## src/kiss_pkg.sv

```systemverilog
package kiss_pkg;

  localparam int unsigned WordW = 32;
  localparam int unsigned SeedW = 64;
  localparam int unsigned CntW  = 5;

  localparam logic [WordW-1:0] SeedSubst    = 32'd3478596;
  localparam logic [WordW-1:0] LcgMult      = 32'd314527869;
  localparam logic [WordW-1:0] LcgInc       = 32'd1234567;
  localparam logic [WordW-1:0] MwcMult      = 32'd4294584393;
  localparam logic [WordW-1:0] SeedMulXs    = 32'd16807;
  localparam logic [WordW-1:0] SeedMulMwc   = 32'd47628;
  localparam logic [WordW-1:0] SeedMulCarry = 32'd32497;

  // words loaded from the substitute seed, used as reset values
  localparam logic [SeedW-1:0] RstXsFull    = 64'(SeedSubst) * 64'(SeedMulXs);
  localparam logic [SeedW-1:0] RstMwcFull   = 64'(SeedSubst) * 64'(SeedMulMwc);
  localparam logic [SeedW-1:0] RstCarryFull = 64'(SeedSubst) * 64'(SeedMulCarry);
  localparam logic [WordW-1:0] RstLcg       = SeedSubst;
  localparam logic [WordW-1:0] RstXs        = RstXsFull[WordW-1:0];
  localparam logic [WordW-1:0] RstMwc       = RstMwcFull[WordW-1:0];
  localparam logic [WordW-1:0] RstCarry     = RstCarryFull[WordW-1:0];

  localparam logic [CntW-1:0] DivLast = 5'd31;

  typedef enum logic [2:0] {
    MUL_SEED_XS    = 3'd0,
    MUL_SEED_MWC   = 3'd1,
    MUL_SEED_CARRY = 3'd2,
    MUL_LCG        = 3'd3,
    MUL_MWC        = 3'd4
  } mul_sel_e;

  typedef struct packed {
    logic     in_load;
    logic     seed_load;
    logic     mul_en;
    mul_sel_e mul_sel;
    logic     xs_set;
    logic     mwc_set;
    logic     carry_set;
    logic     lcg_adv;
    logic     mwc_adv;
    logic     sum_load;
    logic     div_step;
    logic     out_load;
  } cmd_t;

  typedef struct packed {
    logic err;
    logic div_last;
  } status_t;

endpackage

```

## src/kiss_random_generator_ranged.sv

```systemverilog
// KISS random generator with ranged draws. Each accepted item (range_low,
// range_high) returns one result: the raw sum of the congruential, xorshift
// and multiply-with-carry words, that sum modulo (high - low + 1) plus low,
// and an error flag. A valid range goes through the range check, the
// generator advance on the shared 32x32 multiplier, the sum, the bit-serial
// remainder unit and the load of the output register, which waits while the
// output register holds a stalled result; then it is back in idle, the only
// state that takes a new item. An inverted range, or one spanning all 32-bit
// values, returns zeros with the error flag and leaves the generator
// untouched. A seed write loads the congruential word directly and the other
// words through the same multiplier, and stalls the input until they are
// loaded; seed 0 loads as 3478596, which is also the state after reset. A
// finished result waits in the output register while the next item is taken.
module kiss_random_generator_ranged (
  input  logic                              clk_i,
  input  logic                              rst_ni,
  input  logic                              in_valid_i,
  output logic                              in_stall_o,
  input  logic signed [kiss_pkg::WordW-1:0] range_low_i,
  input  logic signed [kiss_pkg::WordW-1:0] range_high_i,
  output logic                              out_valid_o,
  input  logic                              out_stall_i,
  output logic [kiss_pkg::WordW-1:0]        raw_value_o,
  output logic signed [kiss_pkg::WordW-1:0] ranged_value_o,
  output logic                              range_error_o,
  input  logic                              cfg_valid_i,
  output logic                              cfg_ready_o,
  input  logic [kiss_pkg::SeedW-1:0]        seed_i
);

  kiss_pkg::cmd_t    cmd;
  kiss_pkg::status_t status;

  kiss_ctrl u_ctrl (
    .clk_i       (clk_i),
    .rst_ni      (rst_ni),
    .in_valid_i  (in_valid_i),
    .in_stall_o  (in_stall_o),
    .out_valid_o (out_valid_o),
    .out_stall_i (out_stall_i),
    .cfg_valid_i (cfg_valid_i),
    .cfg_ready_o (cfg_ready_o),
    .status_i    (status),
    .cmd_o       (cmd)
  );

  kiss_dp u_dp (
    .clk_i          (clk_i),
    .rst_ni         (rst_ni),
    .cmd_i          (cmd),
    .status_o       (status),
    .seed_i         (seed_i),
    .range_low_i    (range_low_i),
    .range_high_i   (range_high_i),
    .raw_value_o    (raw_value_o),
    .ranged_value_o (ranged_value_o),
    .range_error_o  (range_error_o)
  );

endmodule

```

## src/kiss_dp.sv

```systemverilog
module kiss_dp (
  input  logic                            clk_i,
  input  logic                            rst_ni,
  input  kiss_pkg::cmd_t                  cmd_i,
  output kiss_pkg::status_t               status_o,
  input  logic [kiss_pkg::SeedW-1:0]      seed_i,
  input  logic signed [kiss_pkg::WordW-1:0] range_low_i,
  input  logic signed [kiss_pkg::WordW-1:0] range_high_i,
  output logic [kiss_pkg::WordW-1:0]      raw_value_o,
  output logic signed [kiss_pkg::WordW-1:0] ranged_value_o,
  output logic                            range_error_o
);

  function automatic logic [kiss_pkg::WordW-1:0] xs_next(
    input logic [kiss_pkg::WordW-1:0] x
  );
    logic [kiss_pkg::WordW-1:0] t;
    t = x ^ (x << 5);
    t = t ^ (t >> 7);
    t = t ^ (t << 22);
    return t;
  endfunction

  logic [kiss_pkg::WordW-1:0] lcg_q, xs_q, mwc_q, carry_q;
  logic [kiss_pkg::SeedW-1:0] prod_q;
  logic [kiss_pkg::WordW-1:0] lo_q, span_q, raw_q, div_q, rem_q;
  logic                       err_q;
  logic [kiss_pkg::CntW-1:0]  cnt_q;
  logic [kiss_pkg::WordW-1:0] raw_out_q, ranged_out_q;
  logic                       err_out_q;

  logic [kiss_pkg::WordW-1:0] mul_a, mul_b, span_d, seed_word;
  logic                       err_d;
  logic [kiss_pkg::SeedW-1:0] mwc_sum;
  logic [kiss_pkg::WordW:0]   trial;
  logic                       trial_ge;

  assign span_d    = range_high_i - range_low_i + 32'd1;
  assign err_d     = (range_low_i > range_high_i) || (span_d == '0);
  assign seed_word = (seed_i == '0) ? kiss_pkg::SeedSubst : seed_i[kiss_pkg::WordW-1:0];
  assign mwc_sum   = prod_q + {32'd0, carry_q};
  assign trial     = {rem_q, div_q[kiss_pkg::WordW-1]};
  assign trial_ge  = trial >= {1'b0, span_q};

  always_comb begin
    mul_a = lcg_q;
    case (cmd_i.mul_sel)
      kiss_pkg::MUL_SEED_XS:    mul_b = kiss_pkg::SeedMulXs;
      kiss_pkg::MUL_SEED_MWC:   mul_b = kiss_pkg::SeedMulMwc;
      kiss_pkg::MUL_SEED_CARRY: mul_b = kiss_pkg::SeedMulCarry;
      kiss_pkg::MUL_LCG:        mul_b = kiss_pkg::LcgMult;
      kiss_pkg::MUL_MWC: begin
        mul_a = mwc_q;
        mul_b = kiss_pkg::MwcMult;
      end
      default:                  mul_b = kiss_pkg::LcgMult;
    endcase
  end

  // generator words
  always_ff @(posedge clk_i or negedge rst_ni) begin
    if (!rst_ni) begin
      lcg_q   <= kiss_pkg::RstLcg;
      xs_q    <= kiss_pkg::RstXs;
      mwc_q   <= kiss_pkg::RstMwc;
      carry_q <= kiss_pkg::RstCarry;
    end else begin
      if (cmd_i.seed_load) begin
        lcg_q <= seed_word;
      end else if (cmd_i.lcg_adv) begin
        lcg_q <= prod_q[kiss_pkg::WordW-1:0] + kiss_pkg::LcgInc;
      end
      if (cmd_i.xs_set) begin
        xs_q <= prod_q[kiss_pkg::WordW-1:0];
      end else if (cmd_i.lcg_adv) begin
        xs_q <= xs_next(xs_q);
      end
      if (cmd_i.mwc_set) begin
        mwc_q <= prod_q[kiss_pkg::WordW-1:0];
      end else if (cmd_i.mwc_adv) begin
        mwc_q <= mwc_sum[kiss_pkg::WordW-1:0];
      end
      if (cmd_i.carry_set) begin
        carry_q <= prod_q[kiss_pkg::WordW-1:0];
      end else if (cmd_i.mwc_adv) begin
        carry_q <= mwc_sum[kiss_pkg::SeedW-1:kiss_pkg::WordW];
      end
    end
  end

  always_ff @(posedge clk_i or negedge rst_ni) begin
    if (!rst_ni) begin
      err_q <= 1'b0;
      cnt_q <= '0;
    end else begin
      if (cmd_i.in_load) begin
        err_q <= err_d;
      end
      if (cmd_i.sum_load) begin
        cnt_q <= '0;
      end else if (cmd_i.div_step) begin
        cnt_q <= cnt_q + 5'd1;
      end
    end
  end

  // payload registers
  always_ff @(posedge clk_i) begin
    if (cmd_i.mul_en) begin
      prod_q <= 64'(mul_a) * 64'(mul_b);
    end
    if (cmd_i.in_load) begin
      lo_q   <= range_low_i;
      span_q <= span_d;
    end
    if (cmd_i.sum_load) begin
      raw_q <= lcg_q + xs_q + mwc_q;
      div_q <= lcg_q + xs_q + mwc_q;
      rem_q <= '0;
    end else if (cmd_i.div_step) begin
      // restoring remainder, one dividend bit per cycle
      div_q <= {div_q[kiss_pkg::WordW-2:0], 1'b0};
      rem_q <= trial_ge ? 32'(trial - {1'b0, span_q}) : trial[kiss_pkg::WordW-1:0];
    end
    if (cmd_i.out_load) begin
      raw_out_q    <= err_q ? '0 : raw_q;
      ranged_out_q <= err_q ? '0 : rem_q + lo_q;
      err_out_q    <= err_q;
    end
  end

  assign status_o.err      = err_q;
  assign status_o.div_last = (cnt_q == kiss_pkg::DivLast);
  assign raw_value_o       = raw_out_q;
  assign ranged_value_o    = ranged_out_q;
  assign range_error_o     = err_out_q;

  a_rem_below_span: assert property (@(posedge clk_i) disable iff (!rst_ni)
    cmd_i.out_load && !err_q |-> rem_q < span_q)
    else $error("remainder not below span at result load");

  a_div_no_err: assert property (@(posedge clk_i) disable iff (!rst_ni)
    cmd_i.div_step |-> !err_q)
    else $error("remainder step on a bad range");

  a_err_zeros: assert property (@(posedge clk_i) disable iff (!rst_ni)
    cmd_i.out_load && err_q |=>
      range_error_o && raw_value_o == '0 && ranged_value_o == '0)
    else $error("bad range result not zeroed");

endmodule

```

## src/kiss_ctrl.sv

```systemverilog
module kiss_ctrl (
  input  logic              clk_i,
  input  logic              rst_ni,
  input  logic              in_valid_i,
  output logic              in_stall_o,
  output logic              out_valid_o,
  input  logic              out_stall_i,
  input  logic              cfg_valid_i,
  output logic              cfg_ready_o,
  input  kiss_pkg::status_t status_i,
  output kiss_pkg::cmd_t    cmd_o
);

  typedef enum logic [10:0] {
    S_IDLE       = 11'b000_0000_0001,
    S_SEED_XS    = 11'b000_0000_0010,
    S_SEED_MWC   = 11'b000_0000_0100,
    S_SEED_CARRY = 11'b000_0000_1000,
    S_SEED_FIN   = 11'b000_0001_0000,
    S_CHECK      = 11'b000_0010_0000,
    S_ADV_LCG    = 11'b000_0100_0000,
    S_ADV_MWC    = 11'b000_1000_0000,
    S_SUM        = 11'b001_0000_0000,
    S_DIV        = 11'b010_0000_0000,
    S_FIN        = 11'b100_0000_0000
  } state_e;

  state_e state_q, state_d;
  logic   out_valid_q, out_valid_d;
  logic   out_free, in_xfer, cfg_xfer;

  assign cfg_ready_o = (state_q == S_IDLE);
  assign in_stall_o  = (state_q != S_IDLE) || cfg_valid_i;
  assign cfg_xfer    = cfg_valid_i && cfg_ready_o;
  assign in_xfer     = in_valid_i && !in_stall_o;
  assign out_free    = !out_valid_q || !out_stall_i;

  always_comb begin
    state_d = state_q;
    cmd_o   = '0;
    cmd_o.mul_sel = kiss_pkg::MUL_LCG;
    case (state_q)
      S_IDLE: begin
        if (cfg_xfer) begin
          cmd_o.seed_load = 1'b1;
          state_d = S_SEED_XS;
        end else if (in_xfer) begin
          cmd_o.in_load = 1'b1;
          state_d = S_CHECK;
        end
      end
      S_SEED_XS: begin
        cmd_o.mul_en  = 1'b1;
        cmd_o.mul_sel = kiss_pkg::MUL_SEED_XS;
        state_d = S_SEED_MWC;
      end
      S_SEED_MWC: begin
        cmd_o.xs_set  = 1'b1;
        cmd_o.mul_en  = 1'b1;
        cmd_o.mul_sel = kiss_pkg::MUL_SEED_MWC;
        state_d = S_SEED_CARRY;
      end
      S_SEED_CARRY: begin
        cmd_o.mwc_set = 1'b1;
        cmd_o.mul_en  = 1'b1;
        cmd_o.mul_sel = kiss_pkg::MUL_SEED_CARRY;
        state_d = S_SEED_FIN;
      end
      S_SEED_FIN: begin
        cmd_o.carry_set = 1'b1;
        state_d = S_IDLE;
      end
      S_CHECK: begin
        // bad range skips the advance entirely
        if (status_i.err) begin
          state_d = S_FIN;
        end else begin
          cmd_o.mul_en  = 1'b1;
          cmd_o.mul_sel = kiss_pkg::MUL_LCG;
          state_d = S_ADV_LCG;
        end
      end
      S_ADV_LCG: begin
        cmd_o.lcg_adv = 1'b1;
        cmd_o.mul_en  = 1'b1;
        cmd_o.mul_sel = kiss_pkg::MUL_MWC;
        state_d = S_ADV_MWC;
      end
      S_ADV_MWC: begin
        cmd_o.mwc_adv = 1'b1;
        state_d = S_SUM;
      end
      S_SUM: begin
        cmd_o.sum_load = 1'b1;
        state_d = S_DIV;
      end
      S_DIV: begin
        cmd_o.div_step = 1'b1;
        if (status_i.div_last) begin
          state_d = S_FIN;
        end
      end
      S_FIN: begin
        if (out_free) begin
          cmd_o.out_load = 1'b1;
          state_d = S_IDLE;
        end
      end
      default: state_d = S_IDLE;
    endcase
  end

  assign out_valid_d = cmd_o.out_load || (out_valid_q && out_stall_i);

  always_ff @(posedge clk_i or negedge rst_ni) begin
    if (!rst_ni) begin
      state_q     <= S_IDLE;
      out_valid_q <= 1'b0;
    end else begin
      state_q     <= state_d;
      out_valid_q <= out_valid_d;
    end
  end

  assign out_valid_o = out_valid_q;

  a_accept_to_check: assert property (@(posedge clk_i) disable iff (!rst_ni)
    in_xfer |=> state_q == S_CHECK)
    else $error("accepted draw did not enter range check");

  a_err_no_advance: assert property (@(posedge clk_i) disable iff (!rst_ni)
    state_q == S_CHECK && status_i.err |=> state_q == S_FIN)
    else $error("bad range did not skip the advance");

  a_fin_delivers: assert property (@(posedge clk_i) disable iff (!rst_ni)
    state_q == S_FIN && out_free |=> out_valid_q && state_q == S_IDLE)
    else $error("finished draw not placed in output register");

  a_div_ends: assert property (@(posedge clk_i) disable iff (!rst_ni)
    state_q == S_DIV && status_i.div_last |=> state_q == S_FIN)
    else $error("remainder loop ran past its last step");

endmodule
```

## config.mk

```make
export PLATFORM = sky130hd
export DESIGN_NAME = kiss_random_generator_ranged
export DESIGN_NICKNAME = d
export VERILOG_FILES = /design/src/kiss_pkg.sv /design/src/kiss_random_generator_ranged.sv /design/src/kiss_dp.sv /design/src/kiss_ctrl.sv
export SDC_FILE = /design/constraint.sdc
export NUM_CORES = 2
export LEC_CHECK = 0
export ABC_AREA = 1
export BUFFER_PORTS_ARGS = -buffer_cell sky130_fd_sc_hd__buf_2
export CORE_MARGIN = 2
export CORE_UTILIZATION = 45
export DETAILED_ROUTE_END_ITERATION = 10
export GPL_TIMING_DRIVEN = 0
export PLACE_DENSITY = 0.64
export SLEW_MARGIN = 20
export SYNTH_ARGS = -nofsm -noshare
export SYNTH_HDL_FRONTEND = slang
export SYNTH_SLANG_ARGS = --single-unit
```

## constraint.sdc

```tcl
create_clock -name clk_i -period 12.7 [get_ports clk_i]
set_input_delay 1.905 -clock clk_i [delete_from_list [all_inputs] [get_ports clk_i]]
set_output_delay 1.905 -clock clk_i [all_outputs]
set_load 0.005 [all_outputs]
```

=== Word level (Yosys, flattened, before mapping) ===
Index checks and enable logic that the tools add are counted.

* Bits in registers: 435
* Output and inout bits: 68
* Word-level logic and storage cells: 107

* $add $sub $neg: 9
* $mul: 1
* $lt $le $gt $ge: 2
* Eq/ne operators: 19
* Muxes and demuxes: 37
* Bitwise operators: 3
* Reduce and logical (&&, ||, !) cells: 19

{| class="wikitable"
|+ Operators with widths
! operator !! count
|-
| 32-bit 2-to-1 mux || 13
|-
| 32-bit case mux with 4 select lines || 1
|-
| 11-bit case mux with 10 select lines || 1
|-
| 32-bit adder || 3
|-
| 64-bit by 32-bit adder with 64-bit output || 1
|-
| 64-bit logical NOT || 1
|-
| 32-bit by 32-bit multiplier with 64-bit output || 1
|-
| 32-bit subtractor || 2
|-
| 32-bit bitwise XOR || 2
|-
| 11-bit 2-to-1 mux || 5
|-
| 33-bit by 32-bit >= comparator with 1-bit output || 1
|-
| 32-bit by 1-bit adder with 32-bit output, second input constant || 1
|-
| 32-bit by 21-bit adder with 32-bit output, second input constant || 1
|-
| 32-bit > comparator || 1
|-
| 32-bit logical NOT || 1
|-
| 32-bit by 25-bit bitwise XOR with 32-bit output || 1
|-
| 4-bit case mux with 5 select lines || 1
|-
| 1-bit 2-to-1 mux || 12
|-
| 11-bit by 1-bit == test with 1-bit output, second input constant || 1
|-
| 11-bit by 10-bit == test with 1-bit output, second input constant || 1
|-
| 11-bit == test, second input constant || 1
|-
| 11-bit by 2-bit == test with 1-bit output, second input constant || 1
|-
| 11-bit by 3-bit == test with 1-bit output, second input constant || 1
|-
| 11-bit by 4-bit == test with 1-bit output, second input constant || 1
|-
| other kinds (23) || 35
|}

=== Longest topological paths before layout ===
* Depth in word-level cells: 8
* Mapped depth: 43
* Mapped depth without buffers: 42

=== Modules after synthesis ===
Synthesis repeated with hierarchy kept, for this count alone.

* Cell total of the unflattened synthesis: 7,625
* Area, all modules: 62,347.3 µm²

{| class="wikitable"
|+ By module, submodules not included
! module !! times used !! cells an instance !! area each (µm²) !! sequential area each (µm²)
|-
| kiss_dp || 1 || 7,516 || 61,524.0 || 11,776.3
|-
| kiss_ctrl || 1 || 109 || 823.3 || 301.5
|}

=== Worst setup path after synthesis ===
Ideal clock, no wire load.

* Path type: register to register
* From: register u_ctrl.state_q[3]
* To: register u_dp.prod_q[51] (netlist bit), data pin
* Setup time: 259 ps
* Arrival: 8,127 ps
* Slack: 4,314 ps
* Stages on the path, launching flop included: 38
* Path buffers: 3
* Clock period less this slack: 8,386 ps
* Cells stage by stage: dfrtp_1 > inv_2 > nand2_2 > nor2_4 > inv_2 > nor2_4 > nand2_2 > buf_6 > buf_6 > buf_4 > nor2_1 > a21oi_2 > nor2_1 > nand2_1 > nand2_1 > inv_1 > fa_1 > inv_1 > [... 2 more ...] > fa_1 > fa_1 > inv_1 > fa_1 > fa_1 > fa_1 > inv_1 > fa_1 > inv_1 > ha_1 > nand2_1 > nor2_1 > inv_1 > nor4_1 > nand3_1 > nand3_1 > a31oi_1 > xnor2_1

* Word-level cells in the longest chain between the ends: 5

{| class="wikitable"
|+ RTL lines
! item !! line !! RTL
|-
| start: declaration || kiss_ctrl.sv:28 || <nowiki>state_e state_q, state_d;</nowiki>
|-
| start signal: assignment || kiss_ctrl.sv:120 || <nowiki>state_q <= state_d;</nowiki>
|-
| 11-bit by 7-bit == test with 1-bit output (tied with other cells) || kiss_ctrl.sv:42 || <nowiki>case (state_q)</nowiki>
|-
| 4-bit case mux with 5 select lines (*) || kiss_ctrl.sv:42 ||
|-
| 3-bit == test (tied with other cells) || kiss_dp.sv:47 || <nowiki>case (cmd_i.mul_sel)</nowiki>
|-
| 32-bit case mux with 4 select lines / 32-bit 2-to-1 mux (equally long branches) || kiss_dp.sv:47 ||
|-
| 32-bit by 32-bit multiplier with 64-bit output (*) || kiss_dp.sv:110 || <nowiki>prod_q <= 64'(mul_a) * 64'(mul_b);</nowiki>
|-
| end signal: assignment || kiss_dp.sv:110 ||
|-
| end: declaration || kiss_dp.sv:25 || <nowiki>logic [kiss_pkg::SeedW-1:0] prod_q;</nowiki>
|}

Mark *: on every way between the ends. The rest lies on a longest branch, timed or not.
A chain may end at the register's enable or synchronous reset.

=== Worst setup path after layout ===
* From: register u_ctrl.state_q[3]
* To: register u_dp.prod_q[61] (netlist bit), data pin

The elaborated chain is that of the path after synthesis.

==> impl_results.md <==
* Result of the run: finished clean
* Portion of synthesized cell area occupied by the leading cell type at 0.2900
* Time the final worst path needs with I/O delays and setup at 11.17 ns
* Cts-stage hold buffer count at 0
* Worst setup slack before clock tree synthesis at 1.739 ns
* Yosys top cell by area: sky130_fd_sc_hd__fa_1
* Count of buffer and inverter cells on the critical path at 10
* Maximum number of pins on one net before global-route repair at 90
* Count of routing violations after the opening detailed-route iteration at 5,871
* Top layer in use: met5
* Longest Clk Path Bufs at 3
* Number of synthesized register bits at 435
* Worst-case setup margin in the final layout at 1.529 ns
* Startpoint of the most critical register-to-register path: u_ctrl.state_q[3]
* Starting density of the core at 0.4520
* Post-synth cell types at 66
* Pre-Repair DR Iteration Count at 6
* Met2 wire length at 104.1 mm
* Critical setup path kind: reg2reg
* Yosys Warn Count at 0
* Unrepaired setup endpoints after global routing: no
* Cts repair resizes at 0
* GRT Total Usage at 0.3556
* Routability-driven placement congestion ratio at 1.046
* Post-synthesis instance total at 7,481
* Max-slew violations at 0
* Ratio of cells with drive above 1 in the final layout at 0.07166
* Net Count, Synth at 9,019
* Max-slew headroom at 0.1564
* Final Cycle Share at 0.8796
* Transition at the pin with the smallest max-transition slack at 1.265 ns
* Hold Path Stages at 2
* Seq/Total Area, Yosys at 0.1951
* Ys async rst share at 0.3356
* # port buffers at 200
* Vias in the first global route at 53.22k
* Detailed-route DRC error count at 0
* Synth Cell Area at 61,920 um^2
* Final Routed Wirelength at 248.6 mm
* Sum of met3 wire segment lengths after detailed routing at 24.97 mm
* Clock transition time at the flip-flop clock pins of the worst setup and hold paths at 0.06 ns
* Startpoint types: flop
* Post-CTS setup buffer count at 0
* Clk Tree Root Cell: sky130_fd_sc_hd__clkbuf_16
* Clock H-tree levels at 2
* Vert. Die Dim at 374.9 um
* CTS tree: done
* Standard-cell row count at 136
* CTS sink cnt at 435
* Synth top cells by count: 1,723 x sky130_fd_sc_hd__inv_1, 1,305 x sky130_fd_sc_hd__nand2_1, 897 x sky130_fd_sc_hd__fa_1
* Delay of the slowest critical-path stage at 0.99 ns
* Core box area at 137,000 um^2
* Post-route antenna net violation count at 0
* HP Class: reg2reg
* Maximum fanout count along the critical path at 10
* Post-route met1 wirelength at 109.6 mm
* Worst path slowest cell: sky130_fd_sc_hd__nor2_1
* Global-route wire length before repair at 363.1 mm
* Kind of end point of the critical path: flop
* Arrival time of the worst setup path at 11.53 ns
* Number of setup violations in the final report at 0
* Antenna violations before repair at 9
* CP Data Required Time at 13.06 ns
* Endpoint of the worst-slack reg-to-reg timing path: u_dp.prod_q[61]
* Clock insertion delay at the later pin of the skew report at 0.66 ns
* Layout Area Growth over Synthesis at 9.053%
* Floorplan die area at 140,600 um^2
* Hold violation total from the final report at 0
* Most used cell, CP: sky130_fd_sc_hd__fa_1
* Final nets at 9,298
* R2r worst-path depth at 33
* Fill cells at 13.45k
* Setup TNS at 0 ns
* Number of buffers created by CTS at 52
* Count of flip-flops with a built-in enable after synthesis at 257
* Worst clock skew at 0.04062 ns
* End of the worst hold path: u_dp.div_q[1]
* Max Clock Freq at 0.08952 GHz
* Slack of the worst reg-to-reg path at 1.53 ns
* Top-level port count at 201
* Count of maximum capacitance violations at 0
* Post-synth top flop: sky130_fd_sc_hd__edfxtp_1
* Most common cell in the netlist: sky130_fd_sc_hd__inv_1
* Family of cells with the greatest summed delay on the critical path: adder cells
* Cell types occupying the most area after synthesis: sky130_fd_sc_hd__fa_1 29%, sky130_fd_sc_hd__edfxtp_1 12%, sky130_fd_sc_hd__inv_1 10%
* Final HPWL from detailed placement at 216.4 mm
* Overall die width at 374.9 um
* Post-detailed-route wirelength per cell at 25.89 um
* Via count at 53.35k
* Global route overflow at 0
* Hold Crit Start: u_dp.div_q[0]
* End-of-flow core utilization at 0.4929
* Avg Vias per Cell at 5.558
* Syn avg cell area at 8.277 um^2
final cells by class:
class                   instances  area, um^2  share of cell area
diodes                          5       12.51           0.0001853
plain buffers                 127       580.6            0.008598
clock buffers                  64        1386             0.02053
clock inverters                31       381.6            0.005652
inverters                    1766        6631             0.09821
multi-input cells            5153       42730              0.6329
flip-flops and latches        435       12080              0.1789
well taps                    1794        2245             0.03324
repair buffers                225        1474             0.02183
worst register-to-register path, delay by kind of cell (launching register included):
family                     cells  cell delay [ns]
buffers and inverters         10             1.38
DFF                            1             0.39
adders and majority gates      9             4.47
xor gates and xnor gates       1             0.17
and+or+nand+nor               11             3.88
AOI/OAI and AO/OA              2             0.62
layout by cell type (no fill, tap or decap), drive strengths merged, types with 228 or more instances in the layout:
master,Yosys,layout
nand2,1319,1319
nand3,228,228
ha,508,508
buf,40,265
inv,1763,1766
fa,897,897
edfxtp,257,257
nor2,800,800
a21oi,392,392
o21ai,286,286
sequential cells by signal, summed over array words and instances, names as in the netlist:
register             count
u_dp.raw_q              32
u_dp.div_q              32
u_dp.carry_q            32
u_dp.raw_value_o        32
u_ctrl.state_q          11
u_dp.rem_q              32
u_dp.lcg_q              32
u_dp.span_q             32
u_dp.lo_q               32
u_dp.mwc_q              32
u_dp.ranged_value_o     32
u_ctrl.out_valid_o       1
u_dp.cnt_q               5
u_dp.xs_q               32
u_dp.err_q               1
u_dp.prod_q             64
u_dp.range_error_o       1
metrics by stage:
step | hold WS (ns) | cells | instance area (um^2)
finish | 0.5086 | 9600 | 67520
global route | 0.5324 | 9596 | 67510
floorplan | 0.4231 | 7481 | 61920
global placement | 0.4886 | 9475 | 65160
detailed placement | 0.4927 | 9500 | 65740
CTS | 0.5128 | 9595 | 67510
how the worst max path moves through the flow:
stage / depth (start not counted) / start / endpoint
2_1_floorplan: 37 / u_ctrl.state_q[3] / u_dp.prod_q[51]
3_3_place_gp: 33 / u_ctrl.state_q[3] / u_dp.prod_q[61]
3_5_place_dp: 33 / u_ctrl.state_q[3] / u_dp.prod_q[61]
4_1_cts: 33 / u_ctrl.state_q[1] / u_dp.prod_q[61]
5_1_grt: 33 / u_ctrl.state_q[2] / u_dp.prod_q[61]
6_report: 33 / u_ctrl.state_q[3] / u_dp.prod_q[61]
layer usage:
metal,track usage,up-vias
li1,-,23860
met1,0.5206,26515
met2,0.5221,2565
met3,0.07544,402
met4,0.1168,10
met5,0,-
kinds of logic after synthesis:
logic type | count (synthesis) | share of synthesized area
buffers and inverters | 1893 | 0.1163
flip-flops | 435 | 0.1951
AND/OR/NAND/NOR | 2539 | 0.1678
XOR/XNOR | 233 | 0.03296
AO/OA/AOI/OAI | 976 | 0.09520
adder cells (fa/ha/maj) | 1405 | 0.3927
Power is left out: the tool's default activity adds up to more than one toggle a clock period on the data nets, which glitch-free logic cannot reach.
